===== config.mk =====
export PLATFORM = sky130hd
export DESIGN_NAME = tile_color_shading_top
export DESIGN_NICKNAME = d
export VERILOG_FILES = /design/src/hw/rtl/tcs_pkg.sv /design/src/hw/rtl/tcs_cfg.sv /design/src/hw/rtl/tcs_hash.sv /design/src/hw/rtl/tcs_front.sv /design/src/hw/rtl/tcs_house.sv /design/src/hw/rtl/tile_color_shading_top.sv
export SDC_FILE = /design/constraint.sdc
export NUM_CORES = 2
export LEC_CHECK = 0
export BUFFER_PORTS_ARGS = -buffer_cell sky130_fd_sc_hd__buf_2
export CAP_MARGIN = 20
export CORE_ASPECT_RATIO = 0.5
export CORE_MARGIN = 4
export CORE_UTILIZATION = 50
export DETAILED_ROUTE_END_ITERATION = 6
export PLACE_DENSITY = 0.69
export SLEW_MARGIN = 10
export SYNTH_ARGS = -nofsm -noshare
export SYNTH_HDL_FRONTEND = slang
export SYNTH_SLANG_ARGS = --single-unit

===== constraint.sdc =====
create_clock -name clk -period 6.4 [get_ports clk]
set_input_delay 0.64 -clock clk [delete_from_list [all_inputs] [get_ports clk]]
set_output_delay 0.64 -clock clk [all_outputs]
set_load 0.02 [all_outputs]

===== src/hw/rtl/tcs_pkg.sv =====
// Shared types, constants and arithmetic helpers for the tile color shading block.
`timescale 1ns / 1ps

package tcs_pkg;

  localparam int NSTAGE = 6;

  localparam int FL_BLOCK    = 0;
  localparam int FL_NONEMPTY = 1;
  localparam int FL_BORDER   = 2;
  localparam int FL_HOUSE    = 3;
  localparam int FL_PZ       = 4;
  localparam int FL_PVP      = 5;
  localparam int FL_NOLOGOUT = 6;
  localparam int FL_NOPVP    = 7;

  localparam int MD_BLOCK   = 0;
  localparam int MD_ITEMS   = 1;
  localparam int MD_SPAWNS  = 2;
  localparam int MD_HOUSES  = 3;
  localparam int MD_SPECIAL = 4;

  localparam logic [7:0]  TWO_THIRDS = 8'd171;
  localparam logic [31:0] HASH_MUL   = 32'h045d9f3b;
  localparam logic [7:0]  DARK_FLOOR = 8'd50;
  localparam logic [7:0]  DARK_LIFT  = 8'd100;
  localparam logic [7:0]  PULSE_GAIN = 8'd154;

  typedef enum logic [1:0] {
    CFG_MODES = 2'd0,
    CFG_HOUSE = 2'd1,
    CFG_PULSE = 2'd2
  } cfg_idx_t;

  typedef struct packed {
    logic [7:0] r;
    logic [7:0] g;
    logic [7:0] b;
  } rgb_t;

  typedef struct packed {
    logic [7:0] flags;
    logic       sel;
    logic       tinted;
  } tile_ctl_t;

  typedef struct packed {
    logic [4:0]  modes;
    logic [31:0] house;
    logic [15:0] gain;
  } cfg_t;

  function automatic logic [7:0] scale8(logic [7:0] c, logic [7:0] f);
    logic [15:0] p;
    p = 16'(c) * 16'(f);
    return p[15:8];
  endfunction

  function automatic logic [31:0] mix32(logic [31:0] x);
    logic [31:0] y;
    y = x ^ (x >> 16);
    return y * HASH_MUL;
  endfunction

  function automatic logic [7:0] item_factor(logic [7:0] n);
    logic [7:0] f;
    case (n)
      8'd1:    f = 8'd192;
      8'd2:    f = 8'd154;
      8'd3:    f = 8'd123;
      8'd4:    f = 8'd102;
      default: f = 8'd84;
    endcase
    return f;
  endfunction

  function automatic logic [7:0] spawn_scale(logic [7:0] n);
    logic [7:0] f;
    case (n)
      8'd1:    f = 8'd179;
      8'd2:    f = 8'd125;
      8'd3:    f = 8'd88;
      8'd4:    f = 8'd61;
      8'd5:    f = 8'd43;
      8'd6:    f = 8'd30;
      8'd7:    f = 8'd21;
      8'd8:    f = 8'd15;
      default: f = 8'd10;
    endcase
    return f;
  endfunction

endpackage


===== src/hw/rtl/tcs_cfg.sv =====
// Configuration registers with the precomputed pulse gain.
`timescale 1ns / 1ps

module tcs_cfg import tcs_pkg::*; (
  input  logic        clk,
  input  logic        rst_n,
  input  logic        cfg_we,
  input  logic [1:0]  cfg_index,
  input  logic [31:0] cfg_wdata,
  output cfg_t        cfg
);

  cfg_t cfg_r;
  cfg_t cfg_nxt;

  always_comb begin
    cfg_nxt = cfg_r;
    if (cfg_we) begin
      unique case (cfg_idx_t'(cfg_index))
        CFG_MODES: cfg_nxt.modes = cfg_wdata[4:0];
        CFG_HOUSE: cfg_nxt.house = cfg_wdata;
        CFG_PULSE: cfg_nxt.gain  = 16'(cfg_wdata[7:0]) * 16'(PULSE_GAIN);
        default:   cfg_nxt = cfg_r;
      endcase
    end
  end

  always_ff @(posedge clk) begin
    if (!rst_n) begin
      cfg_r <= '0;
    end else begin
      cfg_r <= cfg_nxt;
    end
  end

  assign cfg = cfg_r;

endmodule


===== src/hw/rtl/tcs_hash.sv =====
// Three-stage house id hash pipeline producing the tint color.
`timescale 1ns / 1ps

module tcs_hash import tcs_pkg::*; (
  input  logic        clk,
  input  logic [2:0]  en,
  input  logic [31:0] id_in,
  output rgb_t        tint_out
);

  logic [31:0] m1_r, m1_nxt;
  logic [31:0] m2_r, m2_nxt;
  rgb_t        tint_r, tint_nxt;
  logic [31:0] h;

  assign m1_nxt = mix32(id_in);
  assign m2_nxt = mix32(m1_r);

  always_comb begin
    h = m2_r ^ (m2_r >> 16);
    tint_nxt.r = h[7:0];
    tint_nxt.g = h[15:8];
    tint_nxt.b = h[23:16];
    if (h[7:0] < DARK_FLOOR && h[15:8] < DARK_FLOOR && h[23:16] < DARK_FLOOR) begin
      tint_nxt.r = h[7:0] + DARK_LIFT;
      tint_nxt.g = h[15:8] + DARK_LIFT;
      tint_nxt.b = h[23:16] + DARK_LIFT;
    end
  end

  always_ff @(posedge clk) begin
    if (en[0]) m1_r <= m1_nxt;
    if (en[1]) m2_r <= m2_nxt;
    if (en[2]) tint_r <= tint_nxt;
  end

  assign tint_out = tint_r;

endmodule


===== src/hw/rtl/tcs_front.sv =====
// Blocking, item highlight and spawn darkening stages.
`timescale 1ns / 1ps

module tcs_front import tcs_pkg::*; (
  input  logic       clk,
  input  logic [2:0] en,
  input  cfg_t       cfg,
  input  rgb_t       pix_in,
  input  tile_ctl_t  ctl_in,
  input  logic [7:0] items_in,
  input  logic [7:0] spawns_in,
  output rgb_t       pix_out,
  output tile_ctl_t  ctl_out
);

  rgb_t       s1_pix_r, s1_pix_nxt;
  tile_ctl_t  s1_ctl_r;
  logic [7:0] s1_items_r;
  logic [7:0] s1_spawns_r;
  rgb_t       s2_pix_r, s2_pix_nxt;
  tile_ctl_t  s2_ctl_r;
  logic [7:0] s2_spawns_r;
  rgb_t       s3_pix_r, s3_pix_nxt;
  tile_ctl_t  s3_ctl_r;
  logic [7:0] item_f;
  logic [7:0] spawn_f;

  always_comb begin
    s1_pix_nxt = pix_in;
    if (cfg.modes[MD_BLOCK] && ctl_in.flags[FL_BLOCK] && ctl_in.flags[FL_NONEMPTY]) begin
      s1_pix_nxt.g = scale8(pix_in.g, TWO_THIRDS);
      s1_pix_nxt.b = scale8(pix_in.b, TWO_THIRDS);
    end
  end

  always_comb begin
    item_f = item_factor(s1_items_r);
    s2_pix_nxt = s1_pix_r;
    if (cfg.modes[MD_ITEMS] && s1_items_r != 8'd0 && !s1_ctl_r.flags[FL_BORDER]) begin
      s2_pix_nxt.r = scale8(s1_pix_r.r, item_f);
      s2_pix_nxt.g = scale8(s1_pix_r.g, item_f);
    end
  end

  always_comb begin
    spawn_f = spawn_scale(s2_spawns_r);
    s3_pix_nxt = s2_pix_r;
    if (cfg.modes[MD_SPAWNS] && s2_spawns_r != 8'd0) begin
      s3_pix_nxt.g = scale8(s2_pix_r.g, spawn_f);
      s3_pix_nxt.b = scale8(s2_pix_r.b, spawn_f);
    end
  end

  always_ff @(posedge clk) begin
    if (en[0]) begin
      s1_pix_r    <= s1_pix_nxt;
      s1_ctl_r    <= ctl_in;
      s1_items_r  <= items_in;
      s1_spawns_r <= spawns_in;
    end
    if (en[1]) begin
      s2_pix_r    <= s2_pix_nxt;
      s2_ctl_r    <= s1_ctl_r;
      s2_spawns_r <= s1_spawns_r;
    end
    if (en[2]) begin
      s3_pix_r <= s3_pix_nxt;
      s3_ctl_r <= s2_ctl_r;
    end
  end

  assign pix_out = s3_pix_r;
  assign ctl_out = s3_ctl_r;

endmodule


===== src/hw/rtl/tcs_house.sv =====
// House tint, selected house pulse and protection zone stages.
`timescale 1ns / 1ps

module tcs_house import tcs_pkg::*; (
  input  logic       clk,
  input  logic [1:0] en,
  input  cfg_t       cfg,
  input  rgb_t       pix_in,
  input  tile_ctl_t  ctl_in,
  input  rgb_t       tint_in,
  output rgb_t       pix_out,
  output tile_ctl_t  ctl_out
);

  rgb_t      s4_pix_r, s4_pix_nxt;
  tile_ctl_t s4_ctl_r, s4_ctl_nxt;
  rgb_t      s5_pix_r, s5_pix_nxt;
  tile_ctl_t s5_ctl_r;

  function automatic logic [7:0] tint8(logic [7:0] c, logic [7:0] h);
    logic [16:0] p;
    p = 17'(c) * (17'(h) + 17'd1);
    return p[15:8];
  endfunction

  function automatic logic [7:0] brighten(logic [7:0] c, logic [15:0] gain);
    logic [7:0]  d;
    logic [23:0] p;
    logic [8:0]  s;
    d = 8'd255 - c;
    p = 24'(d) * 24'(gain);
    s = 9'(c) + 9'(p[23:16]);
    return s[8] ? 8'd255 : s[7:0];
  endfunction

  always_comb begin
    s4_pix_nxt = pix_in;
    s4_ctl_nxt = ctl_in;
    s4_ctl_nxt.tinted = cfg.modes[MD_HOUSES] && ctl_in.flags[FL_HOUSE];
    if (s4_ctl_nxt.tinted) begin
      s4_pix_nxt.r = tint8(pix_in.r, tint_in.r);
      s4_pix_nxt.g = tint8(pix_in.g, tint_in.g);
      s4_pix_nxt.b = tint8(pix_in.b, tint_in.b);
    end
  end

  always_comb begin
    s5_pix_nxt = s4_pix_r;
    if (s4_ctl_r.tinted) begin
      if (s4_ctl_r.sel) begin
        s5_pix_nxt.r = brighten(s4_pix_r.r, cfg.gain);
        s5_pix_nxt.g = brighten(s4_pix_r.g, cfg.gain);
        s5_pix_nxt.b = brighten(s4_pix_r.b, cfg.gain);
      end
    end else if (cfg.modes[MD_SPECIAL] && s4_ctl_r.flags[FL_PZ]) begin
      s5_pix_nxt.r = s4_pix_r.r >> 1;
      s5_pix_nxt.b = s4_pix_r.b >> 1;
    end
  end

  always_ff @(posedge clk) begin
    if (en[0]) begin
      s4_pix_r <= s4_pix_nxt;
      s4_ctl_r <= s4_ctl_nxt;
    end
    if (en[1]) begin
      s5_pix_r <= s5_pix_nxt;
      s5_ctl_r <= s4_ctl_r;
    end
  end

  assign pix_out = s5_pix_r;
  assign ctl_out = s5_ctl_r;

endmodule


===== src/hw/rtl/tile_color_shading_top.sv =====
// Top level of the tile color shading pipeline.
`timescale 1ns / 1ps

// Shades one tile color per request through a six-stage pipeline: blocking, item
// highlight and spawn darkening, then house tint, selected house pulse or
// protection zone, then the pvp, no-logout and no-pvp marks. A request is taken
// in every cycle unless the input stage is full and held by a stall further down;
// the house id hash, whose two 32-bit multiplies and final fold take three stages,
// runs beside the three front stages ahead of the tint multiply. Each stage holds its
// own valid bit, so a stalled result only stops the stages behind it that are full.

module tile_color_shading_top import tcs_pkg::*; (
  input  logic        clk,
  input  logic        rst_n,
  input  logic        in_valid,
  output logic        in_ready,
  input  logic [7:0]  in_red_in,
  input  logic [7:0]  in_green_in,
  input  logic [7:0]  in_blue_in,
  input  logic [7:0]  in_tile_flags,
  input  logic [7:0]  in_item_total,
  input  logic [7:0]  in_spawn_total,
  input  logic [31:0] in_house_number,
  output logic        out_valid,
  input  logic        out_ready,
  output logic [7:0]  out_red_out,
  output logic [7:0]  out_green_out,
  output logic [7:0]  out_blue_out,
  input  logic        cfg_we,
  input  logic [1:0]  cfg_index,
  input  logic [31:0] cfg_wdata
);

  cfg_t              cfg;
  logic [NSTAGE-1:0] en;
  logic [NSTAGE-1:0] stage_v_r, stage_v_nxt;
  rgb_t              pix_in, front_pix, house_pix, tint;
  tile_ctl_t         ctl_in, front_ctl, house_ctl;
  rgb_t              out_pix_r, out_pix_nxt;

  tcs_cfg u_cfg (
    .clk       (clk),
    .rst_n     (rst_n),
    .cfg_we    (cfg_we),
    .cfg_index (cfg_index),
    .cfg_wdata (cfg_wdata),
    .cfg       (cfg)
  );

  always_comb begin
    en[NSTAGE-1] = !stage_v_r[NSTAGE-1] || out_ready;
    for (int k = NSTAGE - 2; k >= 0; k--) begin
      en[k] = !stage_v_r[k] || en[k+1];
    end
  end

  always_comb begin
    stage_v_nxt[0] = en[0] ? in_valid : stage_v_r[0];
    for (int k = 1; k < NSTAGE; k++) begin
      stage_v_nxt[k] = en[k] ? stage_v_r[k-1] : stage_v_r[k];
    end
  end

  always_ff @(posedge clk) begin
    if (!rst_n) begin
      stage_v_r <= '0;
    end else begin
      stage_v_r <= stage_v_nxt;
    end
  end

  assign in_ready = en[0];

  always_comb begin
    pix_in.r = in_red_in;
    pix_in.g = in_green_in;
    pix_in.b = in_blue_in;
    ctl_in.flags  = in_tile_flags;
    ctl_in.sel    = (in_house_number == cfg.house);
    ctl_in.tinted = 1'b0;
  end

  tcs_hash u_hash (
    .clk      (clk),
    .en       (en[2:0]),
    .id_in    (in_house_number),
    .tint_out (tint)
  );

  tcs_front u_front (
    .clk       (clk),
    .en        (en[2:0]),
    .cfg       (cfg),
    .pix_in    (pix_in),
    .ctl_in    (ctl_in),
    .items_in  (in_item_total),
    .spawns_in (in_spawn_total),
    .pix_out   (front_pix),
    .ctl_out   (front_ctl)
  );

  tcs_house u_house (
    .clk     (clk),
    .en      (en[4:3]),
    .cfg     (cfg),
    .pix_in  (front_pix),
    .ctl_in  (front_ctl),
    .tint_in (tint),
    .pix_out (house_pix),
    .ctl_out (house_ctl)
  );

  always_comb begin
    out_pix_nxt = house_pix;
    if (cfg.modes[MD_SPECIAL]) begin
      if (house_ctl.flags[FL_PVP]) begin
        out_pix_nxt.g = out_pix_nxt.r >> 2;
        out_pix_nxt.b = scale8(out_pix_nxt.b, TWO_THIRDS);
      end
      if (house_ctl.flags[FL_NOLOGOUT]) begin
        out_pix_nxt.b = out_pix_nxt.b >> 1;
      end
      if (house_ctl.flags[FL_NOPVP]) begin
        out_pix_nxt.g = out_pix_nxt.g >> 1;
      end
    end
  end

  always_ff @(posedge clk) begin
    if (en[NSTAGE-1]) begin
      out_pix_r <= out_pix_nxt;
    end
  end

  assign out_valid     = stage_v_r[NSTAGE-1];
  assign out_red_out   = out_pix_r.r;
  assign out_green_out = out_pix_r.g;
  assign out_blue_out  = out_pix_r.b;

  a_empty_entry_ready: assert property (@(posedge clk) disable iff (!rst_n)
    !stage_v_r[0] |-> in_ready)
    else $error("Input stage is empty but the pipeline refuses a request.");

  a_drain_ready: assert property (@(posedge clk) disable iff (!rst_n)
    out_ready |-> in_ready)
    else $error("Output is being taken but the pipeline still stalls its input.");

  a_reset_empty: assert property (@(posedge clk)
    $past(!rst_n) |-> stage_v_r == '0)
    else $error("Pipeline holds a valid stage right after reset.");

  a_stall_keeps: assert property (@(posedge clk) disable iff (!rst_n)
    stage_v_r[2] && !en[2] |=> stage_v_r[2])
    else $error("A stalled middle stage dropped its request.");

endmodule


; ---- After elaboration in Yosys (flattened, before gate mapping)
; Memory sizes are Yosys's and may differ from the RTL's. A register that Yosys moved wholly into a read port is not among the register bits.
; Cells that the tools add are included.
[totals]
rom_bits = 128
output_inout_bits = 26
inputBits = 119
regBits = 359
n_memories = 1
wordCells = 137
[classes]
n_bitwise = 3
add_sub_neg = 12
n_lt_le_gt_ge = 3
n_mul = 16
n_reduce_logical = 29
eq_ne = 7
mux = 21
[mem_list]
columns = memory, depth, word_bits, rd, rd_ports_with_merged_regs, wr, line_no
row1 = (no name shown), 16, 8, 1, 1, 0, tcs_pkg.sv:79  ; case (n)
[op_table]
columns = operator, count
row1 = two-way mux 8 bit, 11
row2 = two-way mux 16 bit, 5
row3 = two-way mux 24 bit, 3
row4 = multiplier 8 x 15 -> 23 bit, 3
row5 = "multiplier 32 x 27 -> 32 bit, second input constant", 2
row6 = multiplier 8 x 8 -> 16 bit, 4
row7 = bitwise XOR 32 x 16 -> 32 bit, 2
row8 = multiplier 8 x 17 -> 16 bit, 3
row9 = "multiplier 8 x 8 -> 16 bit, second input constant", 3
row10 = == test 32 bit, 1
row11 = one-hot mux 8 bit (4 select lines), 1
row12 = "adder 8 x 1 -> 9 bit, second input constant", 3
row13 = adder 8 x 8 -> 9 bit, 3
row14 = "adder 8 x 7 -> 8 bit, second input constant", 3
row15 = "< comparator 8 x 6 -> 1 bit, second input constant", 3
row16 = "subtractor 8 bit, first input constant", 3
row17 = bitwise XOR 24 x 16 -> 24 bit, 1
row18 = "== test 8 x 2 -> 1 bit, second input constant", 2
row19 = nonzero test 8 bit, 2
row20 = "multiplier 8 x 7 -> 15 bit, second input constant", 1
row21 = logical AND 1 bit, 9
row22 = "== test 8 x 1 -> 1 bit, second input constant", 1
row23 = "== test 8 x 3 -> 1 bit, second input constant", 1
row24 = zero test 1 bit, 7
row25 = 7 further kinds, 14

; ---- Longest topological paths before layout
[logic_depth]
word_depth = 7
mapped_depth = 31
mapped_depth_nobuf = 29

; ---- Modules after synthesis
; A second synthesis with hierarchy kept.
[hier_totals]
hier_cells = 6646
area_unflattened_um2 = 64052.7
[modules_own_cells]
columns = mod, seq_area_each_um2, cells_each, instances, area_per_inst_um2
row1 = tcs_hash, 2642.5, 2226, 1, 22127.5
row2 = tcs_house, 2042.0, 2299, 1, 21043.9
row3 = tcs_front, 3943.8, 1490, 1, 14988.1
row4 = tile_color_shading_top, 840.8, 314, 1, 3129.3
row5 = tcs_cfg, 1041.0, 317, 1, 2763.9

; ---- Least setup slack after synthesis
; No wires, ideal clock.
[synth_path]
kind = input -> register
from = in in_house_number[30]
to = reg u_hash.m1_r[30], data pin
path_slack_ns = -0.198
t_required_ns = 6.138
arrival_time_ns = 6.336
n_path_buf = 0
path_stages = 22
setup_ns = 0.262
cell_sequence = xor2_1 -> inv_1 -> fa_1 -> inv_1 -> ha_1 -> inv_1 -> fa_1 -> fa_1 -> fa_1 -> inv_1 -> fa_1 -> fa_1 -> ha_1 -> nor2_1 -> nor2b_1 -> o21ai_0 -> o21bai_1 -> a21o_1 -> a221o_1 -> a31oi_1 -> a21oi_1 -> xor2_1
[synth_between]
elab_chain_cells = 2
[synth_rtl]
columns = item, line_no
row1 = from (decl), tile_color_shading_top.sv:23  ; input logic [31:0] in_house_number,
row2 = bitwise XOR 32 x 16 -> 32 bit, tcs_pkg.sv:61  ; y = x ^ (x >> 16);
row3 = multiplier 32 x 27 -> 32 bit, tcs_pkg.sv:62  ; return y * HASH_MUL;
row4 = net u_hash.m1_nxt[30], tcs_hash.sv:11  ; logic [31:0] m1_r, m1_nxt;
row5 = to (signal assigned), tcs_hash.sv:32  ; if (en[0]) m1_r <= m1_nxt;
row6 = to (decl), tcs_hash.sv:11
; The timed path passes the listed nets, and every way through them passes these cells.
; A chain may end at the register's enable or synchronous reset.

; ---- Final worst setup path
[layout_path]
from = reg u_hash.m1_r[26]
to = reg u_hash.m2_r[28], data pin
[layout_between]
elab_chain_cells = 2
[layout_rtl]
columns = item, line_no
row1 = bitwise XOR 32 x 16 -> 32 bit, tcs_pkg.sv:61
row2 = multiplier 32 x 27 -> 32 bit, tcs_pkg.sv:62
row3 = net u_hash.m2_nxt[28], tcs_hash.sv:12  ; logic [31:0] m2_r, m2_nxt;
row4 = to (signal assigned), tcs_hash.sv:33  ; if (en[1]) m2_r <= m2_nxt;
row5 = to (decl), tcs_hash.sv:12
; The timed path passes the listed nets, and every way through them passes these cells.

==> flow_metrics.env <==
export IMPL_vias_per_cell=5.09
export IMPL_die_w_um=502
export IMPL_tightest_slew_ns=1.06
export IMPL_htree_levels=2
export IMPL_vias=42900
export IMPL_final_hold_violation_count=0
export IMPL_final_cell_mix="inv_1, fa_1, ha_1"
export IMPL_place_ws_ns=-0.556
export IMPL_worstPathRequired_ns=6.75
export IMPL_synth_ff_type="edfxtp_1"
export IMPL_place_congestion=0.955
export IMPL_fin_ws_ns=0.0749
export IMPL_crit_path_max_incr_delay_ns=0.61
export IMPL_drtIter0Drc=2359
export IMPL_clock_sinks=350
export IMPL_dieArea_um2=128000
export IMPL_grt_start_max_net_pins=74
export IMPL_die_height_um=255
export IMPL_grt_pass1_vias=44300
export IMPL_setup_viol=0
export IMPL_grt_pass1_wl_um=234000
export IMPL_relSlewSlack=0.293
export IMPL_r2r_cells=21
export IMPL_coreArea_um2=121000
export IMPL_dp_cells=8264
export IMPL_fillers=10300
export IMPL_critical_path_cell_chain="xor2_1 -> buf_4 -> fa_2 -> ha_1 -> fa_1 -> ha_1 -> inv_1 -> fa_1 -> inv_1 -> fa_1 -> fa_1 -> ha_4 -> and4_4 -> a311oi_2 -> buf_4 -> o211ai_1 -> a211oi_4 -> buf_4 -> o41ai_4 -> a21oi_2 -> xnor2_1"
export IMPL_grt_remaining_overflow=0
export IMPL_cts_root_buf="clkbuf_16"
export IMPL_nNetsFinal=8745
export IMPL_timing_critical_path_depth=21
export IMPL_grt_antenna_before_repair=5
export IMPL_firstDrtPassIters=5
export IMPL_drive_above_1_share=0.151
export IMPL_cts_tree="yes"
export IMPL_synth_top_area_share=0.321
export IMPL_hold_class="primary input to flop"
export IMPL_netlist_instances=6189
export IMPL_cp_arrival_ns=6.67
export IMPL_synth_area_leaders="fa_1, ha_1, edfxtp_1"
export IMPL_crit_family="adder cells"
export IMPL_yosysWarnings=0
export IMPL_cts_buffers=40
export IMPL_yosysTopAreaCell="fa_1"
export IMPL_cp_num_buf_inv=5
export IMPL_fin_skew_ns=0.0446
export IMPL_status="complete, no violations"
export IMPL_instances_no_fill=8417
export IMPL_drv_slew=0
export IMPL_syn_area_um2=60900
export IMPL_dp_hpwl_um=121000
export IMPL_ys_seq_area_frac=0.162
export IMPL_cts_hold_fix_buffers=0
export IMPL_pin_count=145
export IMPL_clk_path_buf_depth=3
export IMPL_initial_utilization=0.505
export IMPL_wl_per_cell_um=17.4
export IMPL_endpoint_kind="flop"
export IMPL_synth_area_per_cell_um2=9.84
export IMPL_async_flop_share=0
export IMPL_path_clk_slew_ns=0.07
export IMPL_rows=90
export IMPL_grtUsageTotal=0.230
export IMPL_final_common_cell="inv_1"
export IMPL_synth_edf_count=284
export IMPL_fmax_ghz=0.158
export IMPL_maxCapViolCount=0
export IMPL_holdPathStages=1
export IMPL_syn_num_nets=8163
export IMPL_finalCritPeriodShare=0.988
export IMPL_routed_wirelength_um=146000
export IMPL_utilization=0.581
export IMPL_cp_common_cell="fa_1"
export IMPL_slowest_stage="fa_2"
export IMPL_insertion_delay_ns=0.63
export IMPL_ant_nets=0
export IMPL_path_max_fanout=5
export IMPL_fin_crit_ns=6.33
export IMPL_route_detailed_drc=0
export IMPL_critPathLaunchType="flop"
export IMPL_portBuffers=144
export IMPL_synth_cell_type_count=80
export IMPL_synth_seq_cells=350
export IMPL_crit_type="flop to flop"
export IMPL_area_growth_syn_to_layout_pct=15.0
## registers in the layout, summed over array words and instances (netlist names), 7 cells and up, named ones only
register	count
u_hash.m2_r	32
out_green_out	8
u_hash.m1_r	32
u_hash.tint_out	24
u_cfg.cfg	52
u_front.s1_spawns_r	8
u_house.s4_pix_r	24
out_red_out	8
u_front.pix_out	24
u_front.s1_pix_r	24
out_blue_out	8
u_front.s2_spawns_r	8
u_house.pix_out	24
u_front.s2_pix_r	24
u_front.s1_items_r	8
u_front.s1_ctl_r	7
## layer usage
metal,part of all wire,vias to the layer above,global-route usage
li1,-,20500,-
met1,0.45,21300,0.321
met2,0.47,884,0.384
met3,0.049,194,0.0308
met4,0.026,2,0.0564
met5,0.000089,-,0
## cells by family (layout without fill, tap and decap cells)
logic type / Yosys count / after routing / share of synthesized area
AND/OR/NAND/NOR: 1437 / 1437 / 0.123
flip-flops: 350 / 350 / 0.162
adder cells (fa/ha/maj): 1855 / 1855 / 0.501
buffers and inverters: 1624 / 2236 / 0.100
multiplexers: 51 / 51 / 0.00873
XOR/XNOR: 338 / 338 / 0.0488
other: 0 / 6 / 0
AO/OA/AOI/OAI: 534 / 534 / 0.0566
## final timing paths
check	from	end	slack, ns
max	u_hash.m1_r[26]	u_hash.m2_r[28]	0.07
min	in_tile_flags[4]	u_front.s1_ctl_r[6]	0.18
max reg2reg	u_hash.m1_r[26]	u_hash.m2_r[28]	0.07
min reg2reg	u_front.s1_ctl_r[5]	u_front.s2_ctl_r[5]	0.41
## synthesized netlist by cell type (12+ instances only)
library cell / n
a31oi_1: 18
fa_1: 978
o21bai_1: 19
o211ai_1: 13
nor2_1: 110
dfxtp_1: 66
a21o_1: 48
o21ai_0: 143
mux2_2: 17
a21boi_0: 41
nor2b_1: 329
nand2_1: 489
xor2_1: 140
xnor2_1: 197
edfxtp_1: 284
or3_1: 12
and3_1: 76
a211oi_1: 18
nand3_1: 50
a21oi_1: 131
nand2b_1: 91
nor4_1: 18
nor3_1: 43
and2_1: 155
o21a_1: 20
nand4_1: 12
clkbuf_1: 151
mux2i_1: 34
buf_1: 14
ha_1: 877
inv_1: 1456
## metrics by stage
stage	setup TNS, ns	hold WS (ns)	instance area, um2
floorplan	0	0.400	61000
detailed placement	-10.87	0.405	67000
CTS	0	0.135	68600
global placement	-7.65	0.401	67000
global route	-1.08	0.153	70100
finish	0	0.184	70100
## final cells by class
class | count | area (um2) | share of cell area
multi-input combinational | 4215 | 46100 | 0.658
timing repair buffer | 708 | 5270 | 0.0751
tap | 1610 | 2010 | 0.0287
inverter | 1456 | 5470 | 0.0780
clock inverter | 28 | 330 | 0.00471
clock buffer | 44 | 1030 | 0.0146
antenna | 6 | 15.0 | 0.000214
sequential | 350 | 9860 | 0.141
## timing repair
item,CTS,global route
buffers inserted,16,56
cloned,0,2
resized for setup,30,215
pin swaps,7,113
setup endpoints to repair,30,34
Power is not shown: default switching activity piles up to over one toggle a cycle in this logic, so the estimate is an artifact.
